**src/rtl/edt_pkg.sv**
```systemverilog
// Types and codes shared by the duplicate suppression table.
// Used by edt_cell, the top level and the port checker. No dependencies.
package edt_pkg;

    // Request type codes on the input item
    localparam logic [1:0] REQ_REPORT = 2'd0;
    localparam logic [1:0] REQ_TICK   = 2'd1;
    localparam logic [1:0] REQ_CLEAR  = 2'd2;

    // Operation carried by the token that walks the cell row
    localparam logic [1:0] OP_NONE    = 2'd0;
    localparam logic [1:0] OP_REPORT  = 2'd1;
    localparam logic [1:0] OP_TICK    = 2'd2;
    localparam logic [1:0] OP_CLEAR   = 2'd3;

    // Configuration register indexes
    localparam int unsigned CFG_IDX_W  = 1;
    localparam logic [CFG_IDX_W-1:0] REG_SCAN_ENABLE = 1'd0;
    localparam logic [CFG_IDX_W-1:0] REG_HOLD_TICKS  = 1'd1;

    localparam logic [7:0] HOLD_RESET  = 8'd12;
    localparam logic [7:0] COUNT_MAX   = 8'hFF;

    // Input item
    typedef struct packed {
        logic [1:0]  req_type;
        logic [47:0] source_address;
    } req_t;

    // Result item
    typedef struct packed {
        logic       ignored;
        logic       is_new;
        logic [7:0] repeat_count;
        logic [5:0] slot_index;
        logic       replaced_full;
        logic       any_aging;
    } rsp_t;

    // Token handed from cell to cell
    typedef struct packed {
        logic        vld;
        logic [1:0]  op;
        logic        ign;
        logic [47:0] addr;
        logic        matched;
        logic        have_free;
        logic        running;
        logic [7:0]  count;
    } tok_t;

    // Insert command broadcast to all cells after a report misses
    typedef struct packed {
        logic        vld;
        logic [47:0] addr;
        logic [7:0]  hold;
    } ins_t;

endpackage

```
**src/rtl/edt_cell.sv**
```systemverilog
// One table slot: valid bit, address, hold timer and repeat count.
// Processes the passing token and hands it to the next cell. Uses edt_pkg.
module edt_cell #(
    parameter int unsigned IDX_W   = 6,
    parameter int unsigned CELL_ID = 0
) (
    input  logic             clk,
    input  logic             rst_n,
    input  edt_pkg::tok_t    tok_in,
    input  logic [IDX_W-1:0] hit_idx_in,
    input  logic [IDX_W-1:0] free_idx_in,
    output edt_pkg::tok_t    tok_out,
    output logic [IDX_W-1:0] hit_idx_out,
    output logic [IDX_W-1:0] free_idx_out,
    input  edt_pkg::ins_t    ins,
    input  logic [IDX_W-1:0] ins_idx
);

    localparam logic [IDX_W-1:0] MY_ID = IDX_W'(CELL_ID);

    logic             valid_reg, valid_next;
    logic [47:0]      addr_reg, addr_next;
    logic [7:0]       timer_reg, timer_next;
    logic [7:0]       count_reg, count_next;
    logic [7:0]       count_inc;
    edt_pkg::tok_t    tok_reg, tok_next;
    logic [IDX_W-1:0] hit_idx_reg, hit_idx_next;
    logic [IDX_W-1:0] free_idx_reg, free_idx_next;

    // saturating repeat count
    assign count_inc = (count_reg == edt_pkg::COUNT_MAX) ? count_reg : count_reg + 8'd1;

    // slot update and token hand-off
    always_comb
    begin
        valid_next    = valid_reg;
        addr_next     = addr_reg;
        timer_next    = timer_reg;
        count_next    = count_reg;
        tok_next      = tok_in;
        hit_idx_next  = hit_idx_in;
        free_idx_next = free_idx_in;

        if (ins.vld && ins_idx == MY_ID)
        begin
            valid_next = 1'b1;
            addr_next  = ins.addr;
            timer_next = ins.hold;
            count_next = 8'd0;
        end
        else if (tok_in.vld)
        begin
            case (tok_in.op)
                edt_pkg::OP_REPORT:
                begin
                    if (!tok_in.matched)
                    begin
                        if (valid_reg && addr_reg == tok_in.addr)
                        begin
                            count_next       = count_inc;
                            tok_next.matched = 1'b1;
                            tok_next.count   = count_inc;
                            hit_idx_next     = MY_ID;
                        end
                        else if (!valid_reg && !tok_in.have_free)
                        begin
                            // lowest free slot seen so far
                            tok_next.have_free = 1'b1;
                            free_idx_next      = MY_ID;
                        end
                    end
                end
                edt_pkg::OP_TICK:
                begin
                    if (valid_reg)
                    begin
                        if (timer_reg == 8'd0)
                            valid_next = 1'b0;
                        else
                        begin
                            timer_next       = timer_reg - 8'd1;
                            tok_next.running = 1'b1;
                        end
                    end
                end
                edt_pkg::OP_CLEAR:
                begin
                    valid_next = 1'b0;
                end
                default:
                begin
                end
            endcase
        end
    end

    // control state
    always_ff @(posedge clk or negedge rst_n)
    begin
        if (!rst_n)
        begin
            valid_reg <= 1'b0;
            tok_reg   <= '0;
        end
        else
        begin
            valid_reg <= valid_next;
            tok_reg   <= tok_next;
        end
    end

    // slot payload and token indexes
    always_ff @(posedge clk)
    begin
        addr_reg     <= addr_next;
        timer_reg    <= timer_next;
        count_reg    <= count_next;
        hit_idx_reg  <= hit_idx_next;
        free_idx_reg <= free_idx_next;
    end

    assign tok_out      = tok_reg;
    assign hit_idx_out  = hit_idx_reg;
    assign free_idx_out = free_idx_reg;

endmodule

```
**config.mk**
```make
export PLATFORM = sky130hd
export DESIGN_NAME = edt_cell
export DESIGN_NICKNAME = d
export VERILOG_FILES = /design/src/rtl/edt_pkg.sv /design/src/rtl/edt_cell.sv
export SDC_FILE = /design/constraint.sdc
export NUM_CORES = 1
export LEC_CHECK = 0
export ABC_CLOCK_PERIOD_IN_PS = 3800
export BUFFER_PORTS_ARGS = -buffer_cell sky130_fd_sc_hd__buf_4
export CAP_MARGIN = 20
export CORE_MARGIN = 2
export CORE_UTILIZATION = 51
export DETAILED_ROUTE_END_ITERATION = 16
export PLACE_DENSITY = 0.84
export SYNTH_ARGS = -nofsm -noshare
export SYNTH_HDL_FRONTEND = slang
export SYNTH_SLANG_ARGS = --single-unit
```
**constraint.sdc**
```tcl
create_clock -name clk -period 3.8 [get_ports clk]
set_clock_uncertainty 0.05 [all_clocks]
set_input_delay 0.38 -clock clk [delete_from_list [all_inputs] [get_ports clk]]
set_output_delay 0.38 -clock clk [all_outputs]
set_load 0.05 [all_outputs]
```
==> results.toml, run 1 <==
[cells_and_area]
most-common-layout-cells = "214 x sky130_fd_sc_hd__buf_4, 102 x sky130_fd_sc_hd__dlygate4sd3_1, 64 x sky130_fd_sc_hd__dfrtp_1"
design.final.nets = 816
post_layout_nonfiller_instances = 820
synthToLayoutAreaGrowth_pct = 64.50
filler_cell_count = 466
layout_commonest_cell = "sky130_fd_sc_hd__buf_4"
largest_reg_flops = 63
drive_above_1_share = 0.3863

[critical_path]
critical_path_required_ns = 4.16
timing.critical_path.max_delay_family = "simple AND/OR/NAND/NOR gates"
path_buf_inv = 2
setup.worst_path.end_class = "flip-flop"
startpoint_type = "input pin"
critical_register_to_register_path_startpoint = "addr_reg[11]"
worstSetupPathType = "in2reg"
crit_chain = "dlygate4sd3_1 -> buf_4 -> xnor2_1 -> nand4_1 -> nor4_4 -> nand4_4 -> nor2_4 -> mux2_2"
cpPeakStageDelay_ns = 0.54
timing.reg2reg.worst_path_depth = 6
worst_path_max_delay_cell = "sky130_fd_sc_hd__dlygate4sd3_1"
setup.reg_to_reg.worst_slack_ns = 1.28
cp_launch_point = "tok_in[22]"
r2r_end = "tok_out[3]"
worst_path_maximum_fanout = 14
worst-endpoint-arrival_ns = 3.02

[detailed_routing]
drt_iter0_markers = 204
drc_errors = 0
num_vias = 4192
drt.antenna.violating_nets = 0
wl_per_cell_um = 20.37
drt_pass1_iterations = 5
wl_mm = 16.70
vias_per_cell = 5.112

[min_path]
holdPathStages = 2
hp-start = "hit_idx_in[4]"
min-delay-path-class = "in2reg"
worstHoldEndpoint = "hit_idx_out[4]"

[sta]
finalHoldViolations = 0
timing.slew.headroom = 0.4321
timing.setup.tns_ns = 0
report.final.slew_viol_count = 0
final_period_minus_worst_setup_slack_ns = 2.662
final.setup.worst_slack_ns = 1.138
max_slew.worst_pin.slew_ns = 0.8519
timing.final.setup_violations = 0
hold-worst-slack_ns = 0.01463
timing.fmax_ghz = 0.3756
final.period_utilization = 0.7007
rsz_0062_raised_after_global_routing = "false"

[logic_synthesis]
number_of_flip_flops_and_latches_in_the_synthesized_netlist = 140
netlist_area_um2 = 5135
synth_nets = 483
synth.yosys.seq_area_share = 0.7173
netlist.top_cell.by_area = "sky130_fd_sc_hd__edfxtp_1"
main_area_contributors_after_synthesis = "sky130_fd_sc_hd__edfxtp_1 33%, sky130_fd_sc_hd__dfrtp_1 31%, sky130_fd_sc_hd__dfxtp_1 7.8%"
post_synth_inst_count = 340
synth_cell_types = 46
synth.top_cell.area_share = 0.3275
synth.avg_cell_area_um2 = 15.10
yosysWarnings = 0

[global_routing]
antenna_found_initial = 1
grt_max_degree = 65
first_global_vias = 4611
gr-usage-all-layers = 0.3147
grt_pass1_wl_mm = 25.39
grt_overflow = 0

[cts]
clk_pin_slew_worst_paths_ns = 0.06
tritoncts_clock_tree = "done"
max-clock-path-buffers = 2
clock-sinks = 140
clockRootBuffer = "sky130_fd_sc_hd__clkbuf_8"
postCtsSetupBuffers = 0
numCtsBuffers = 17
cts.htree.levels = 4
clock_latency_ns = 0.53

[power_and_ir_drop]
p_per_area_nw_per_um2 = 427.1
ir_drop_v = 0.0002746
p_total_mw = 3.608
power.static_leakage_nw = 3.623

[floorplanning]
floorplan.die_area_um2 = 10890
boundaryPins = 215
fp_rows = 36
chipWidth_um = 104.3
die_h_um = 104.3
start_util = 0.5253
fp.coreArea_um2 = 9774

[place]
globalplace.congestion = 0.8792
numPlacedInstances = 684
buffer_ports.inserted = 214
post-dp-hpwl_mm = 8.888
dp_slack_ns = 1.343

[run]
cap_viol_max_count = 0

[run_status]
outcome = "completed"
## cell type report
type | instances | area [um^2] | share of cell area
antenna | 1 | 2.502 | 0.0002963
clock buffer | 18 | 417.9 | 0.04947
clock inverter | 14 | 98.84 | 0.01170
inverter | 8 | 30.03 | 0.003555
multi-input combinational | 188 | 1395 | 0.1652
sequential | 140 | 3684 | 0.4361
tap | 133 | 166.4 | 0.01970
timing repair buffer | 318 | 2653 | 0.3140
## how the worst max path moves through the flow
| stage | slack (ns) | endpoint | depth (start not counted) |
|---|---|---|---|
| 6_report | 1.14 | tok_out[3] | 8 |
| 2_1_floorplan | 0.78 | addr_reg[0] | 4 |
| 5_1_grt | 1.05 | tok_out[0] | 8 |
| 4_1_cts | 1.29 | tok_out[1] | 8 |
| 3_3_place_gp | 1.39 | tok_out[3] | 7 |
| 3_5_place_dp | 1.34 | tok_out[1] | 7 |
## timing repair
| item | in CTS | in global routing |
|---|---|---|
| hold endpoints to repair | 165 | 0 |
| hold buffers | 102 | 0 |
| resized for setup | 0 | 0 |
## where the power goes
part / switching, mW / leakage (nW) / internal [mW] / total, mW
sequential: 0.0202 / 1.42 / 1.62 / 1.64
combinational: 0.274 / 1.97 / 0.242 / 0.516
clock: 0.657 / 0.235 / 0.798 / 1.46
total: 0.951 / 3.62 / 2.66 / 3.61
## cells in the mapped netlist, drive strengths merged
master   number
dfrtp        64
or4b          1
nand2b        2
nand3         5
nor2          9
nand3b        1
or3           3
nand2        19
ha            3
xnor2        44
o21ai        11
or4           1
nor4b         2
nor3          4
mux2i         1
nor2b        15
mux2          7
clkinv        1
and3          2
o211ai        1
a2111oi       1
o21bai        2
buf           3
clkbuf        1
edfxtp       56
xor2         11
or2           1
a21o          1
o31ai         2
nand4        10
dfxtp        20
a21oi        12
a311oi        2
and2          3
inv           7
and4          3
nor4          8
a21boi        1
## cell families (layout without fill, tap and decap cells)
kind of cell	after synthesis	after routing	share of synthesized area
XOR/XNOR	55	55	0.09381
adder cells (fa/ha/maj)	3	3	0.007311
multiplexers	8	8	0.01949
AND/OR/NAND/NOR	89	89	0.1121
flip-flops	140	140	0.7173
AO/OA/AOI/OAI	33	33	0.03899
other	0	1	0
buffers and inverters	12	358	0.01096
## routing by layer
layer  share of wire  GRT usage  vias up
met2            0.59     0.6228      205
met3           0.051    0.07268       33
met4           0.030     0.1342        0
li1                -          -     1876
met5               0          0        -
met1            0.33     0.3061     2078
## through the flow
stage | cell area [um^2] | util
after global routing | 8447 | 0.8642
after floorplan | 5135 | -
final | 8447 | 0.8642
after global placement | 6902 | 0.7061
after detailed placement | 6902 | 0.7061
after CTS | 8439 | 0.8634
Note: power is estimated with default switching activity, not from simulation.
==> run 2, diff against run 1 <==
ABC_AREA = 1   (was not set)
ABC_CLOCK_PERIOD_IN_PS = 2500   (was 3800)
CORE_UTILIZATION = 48   (was 51)
PLACE_DENSITY = 0.79   (was 0.84)
clock period = 2.5 ns   (was 3.8 ns; I/O delays follow)
==> results.toml, run 2 <==
[sta]
finalHoldViolations = 0
final.period_utilization = 0.8143
timing.slew.headroom = 0.4268
timing.setup.tns_ns = 0
rsz_0062_raised_after_global_routing = "false"
final_period_minus_worst_setup_slack_ns = 2.036
max_slew.worst_pin.slew_ns = 0.8598
report.final.slew_viol_count = 0
timing.fmax_ghz = 0.4912
timing.final.setup_violations = 0

[logic_synthesis]
synth_nets = 663
synth.avg_cell_area_um2 = 10.30
synth.yosys.seq_area_share = 0.6875
main_area_contributors_after_synthesis = "sky130_fd_sc_hd__edfxtp_1 31%, sky130_fd_sc_hd__dfrtp_1 30%, sky130_fd_sc_hd__nand2_1 12%"
post_synth_inst_count = 520
netlist.top_cell.by_area = "sky130_fd_sc_hd__edfxtp_1"
synth_commonest_cells = "167 x sky130_fd_sc_hd__nand2_1, 86 x sky130_fd_sc_hd__inv_1, 64 x sky130_fd_sc_hd__dfrtp_1, 56 x sky130_fd_sc_hd__edfxtp_1, 41 x sky130_fd_sc_hd__nor2_1"
post-synth-top-count-cell = "sky130_fd_sc_hd__nand2_1"
ys.flop_type = "sky130_fd_sc_hd__dfrtp_1"
number_of_flip_flops_and_latches_in_the_synthesized_netlist = 140
synth-async-reset-ratio = 0.4571
netlist_area_um2 = 5358
synth_cell_types = 28
synth.top_cell.area_share = 0.3139
number_of_synthesized_flops_with_an_enable_pin = 56
yosysWarnings = 0

[cts]
numCtsBuffers = 17
clock-sinks = 140
cts-hold-fix-buffers = 132
tritoncts_clock_tree = "done"
cts-resized-gates = 0
cts.htree.levels = 4
postCtsSetupBuffers = 0
clock_latency_ns = 0.52
clockRootBuffer = "sky130_fd_sc_hd__clkbuf_8"
clk_pin_slew_worst_paths_ns = 0.06
max-clock-path-buffers = 2

[critical_path]
path_buf_inv = 1
crit_chain = "inv_1 -> nand2_1 -> nand2_1 -> nand2_1 -> nor2_1 -> nand3_1 -> nor2_2 -> nand3_1 -> nand3_1 -> nand2_1"
startpoint_type = "flip-flop"
worstSetupPathType = "reg2reg"
timing.critical_path.max_delay_family = "simple AND/OR/NAND/NOR gates"
cpPeakStageDelay_ns = 0.40
critical_path_required_ns = 2.84
worst_path_maximum_fanout = 8
worst_path_max_delay_cell = "sky130_fd_sc_hd__edfxtp_1"
worst-endpoint-arrival_ns = 2.38
setup.worst_path.end_class = "flip-flop"
cp_common_cell = "sky130_fd_sc_hd__nand2_1"

[floorplanning]
die_h_um = 109.7
fp.coreArea_um2 = 10890
boundaryPins = 215
floorplan.die_area_um2 = 12020
chipWidth_um = 109.7
fp_rows = 38
start_util = 0.4921

[cells_and_area]
finalCoreUtilization = 0.8322
drive_above_1_share = 0.2873
post_layout_nonfiller_instances = 1038
synthToLayoutAreaGrowth_pct = 69.13
layout_commonest_cell = "sky130_fd_sc_hd__buf_4"
most-common-layout-cells = "216 x sky130_fd_sc_hd__buf_4, 167 x sky130_fd_sc_hd__nand2_1, 132 x sky130_fd_sc_hd__dlygate4sd3_1"
diodes = 0
design.final.nets = 1028
largest_reg_flops = 63

[run_status]
outcome = "completed"

[global_routing]
gr-usage-all-layers = 0.2875
grt_overflow = 0
grt_pass1_wl_mm = 25.54
grt_max_degree = 65
first_global_vias = 5393
antenna_found_initial = 0

[detailed_routing]
drt_pass1_iterations = 5
drc_errors = 0
wl_per_cell_um = 16.35
drt_iter0_markers = 332
wl_mm = 16.97
length_of_routed_wiring_on_met1_mm = 6.053
max_layer_used = "met4"
met3_length_mm = 1.173
num_vias = 5021
routed-wl-met2_mm = 9.128
drt.antenna.violating_nets = 0
vias_per_cell = 4.837

[place]
numPlacedInstances = 874
post-dp-hpwl_mm = 9.632
buffer_ports.inserted = 214
globalplace.congestion = 0.8505

[power_and_ir_drop]
p_per_area_nw_per_um2 = 643.9
ir_drop_v = 0.0005464
p_total_mw = 5.835
power.static_leakage_nw = 4.472

[run]
cap_viol_max_count = 0

[min_path]
min-delay-path-class = "in2reg"
run 2: cell count changes after synthesis, sizes merged, moves of 7 or more:
cell   before  now
xnor2      44   12
inv         7   86
nor2        9   45
nor2b      15    0
nor4        8    1
a21oi      12    5
nand3       5   19
nand2      19  168
run 2: worst min-delay path, stage by stage:
cell                      delay (ns)
sky130_fd_sc_hd__buf_4          0.08
sky130_fd_sc_hd__nor4_1         0.03
sky130_fd_sc_hd__nand2_1        0.05
sky130_fd_sc_hd__buf_4          0.21
sky130_fd_sc_hd__nand3_1        0.11
run 2: logic make-up (layout without fill, tap and decap cells):
group / Yosys count / count (layout) / share of synthesized area
AND/OR/NAND/NOR: 244 / 244 / 0.1845
XOR/XNOR: 19 / 19 / 0.03106
buffers and inverters: 90 / 468 / 0.06492
AO/OA/AOI/OAI: 23 / 23 / 0.02289
adder cells (fa/ha/maj): 3 / 3 / 0.007007
multiplexers: 1 / 1 / 0.002102
flip-flops: 140 / 140 / 0.6875
run 2: metrics by stage:
stage | setup WS (ns) | cell area [um^2] | hold slack [ns]
floorplan | 0.5683 | 5358 | -0.09559
global placement | 0.6169 | 7154 | 0.3133
detailed placement | 0.5718 | 7154 | 0.3127
CTS | 0.5838 | 9061 | 0.1819
global route | 0.3271 | 9061 | 0.2366
finish | 0.4643 | 9061 | 0.2208
run 2: layout make-up:
class / instances / area, um^2
Tap cell: 140 / 175.2
Clock inverter: 14 / 167.7
Sequential cell: 140 / 3684
Multi-Input combinational cell: 290 / 1326
Inverter: 87 / 327.8
Clock buffer: 18 / 417.9
Timing Repair Buffer: 349 / 2963
Fill cell: 552 / 1827
run 2: where the power goes:
group          leakage, nW  internal [mW]  switching, mW
Sequential            1.42           2.46         0.0279
Clock                0.281           1.52          0.977
Combinational         2.77          0.396          0.452
Total                 4.47           4.38           1.46
run 2: metal layers:
layer | vias to the layer above | global-route usage
met1 | 2345 | 0.2975
met3 | 60 | 0.08002
met5 | - | 0
met2 | 265 | 0.5326
met4 | 0 | 0.1365
li1 | 2351 | -
run 2: worst paths after layout:
path                            slack (ns)         start  cells after the start            to
worst max-delay path                  0.46  addr_reg[29]                     10  count_reg[6]
worst min-delay path                  0.22    ins_idx[1]                      5     valid_reg
worst max register to register        0.46  addr_reg[29]                     10  count_reg[6]
worst min register to register        0.47  count_reg[1]                      2  count_reg[1]
max in group asynchronous             1.49         rst_n                      2   tok_out[26]
min in group asynchronous             0.33         rst_n                      2   tok_out[59]
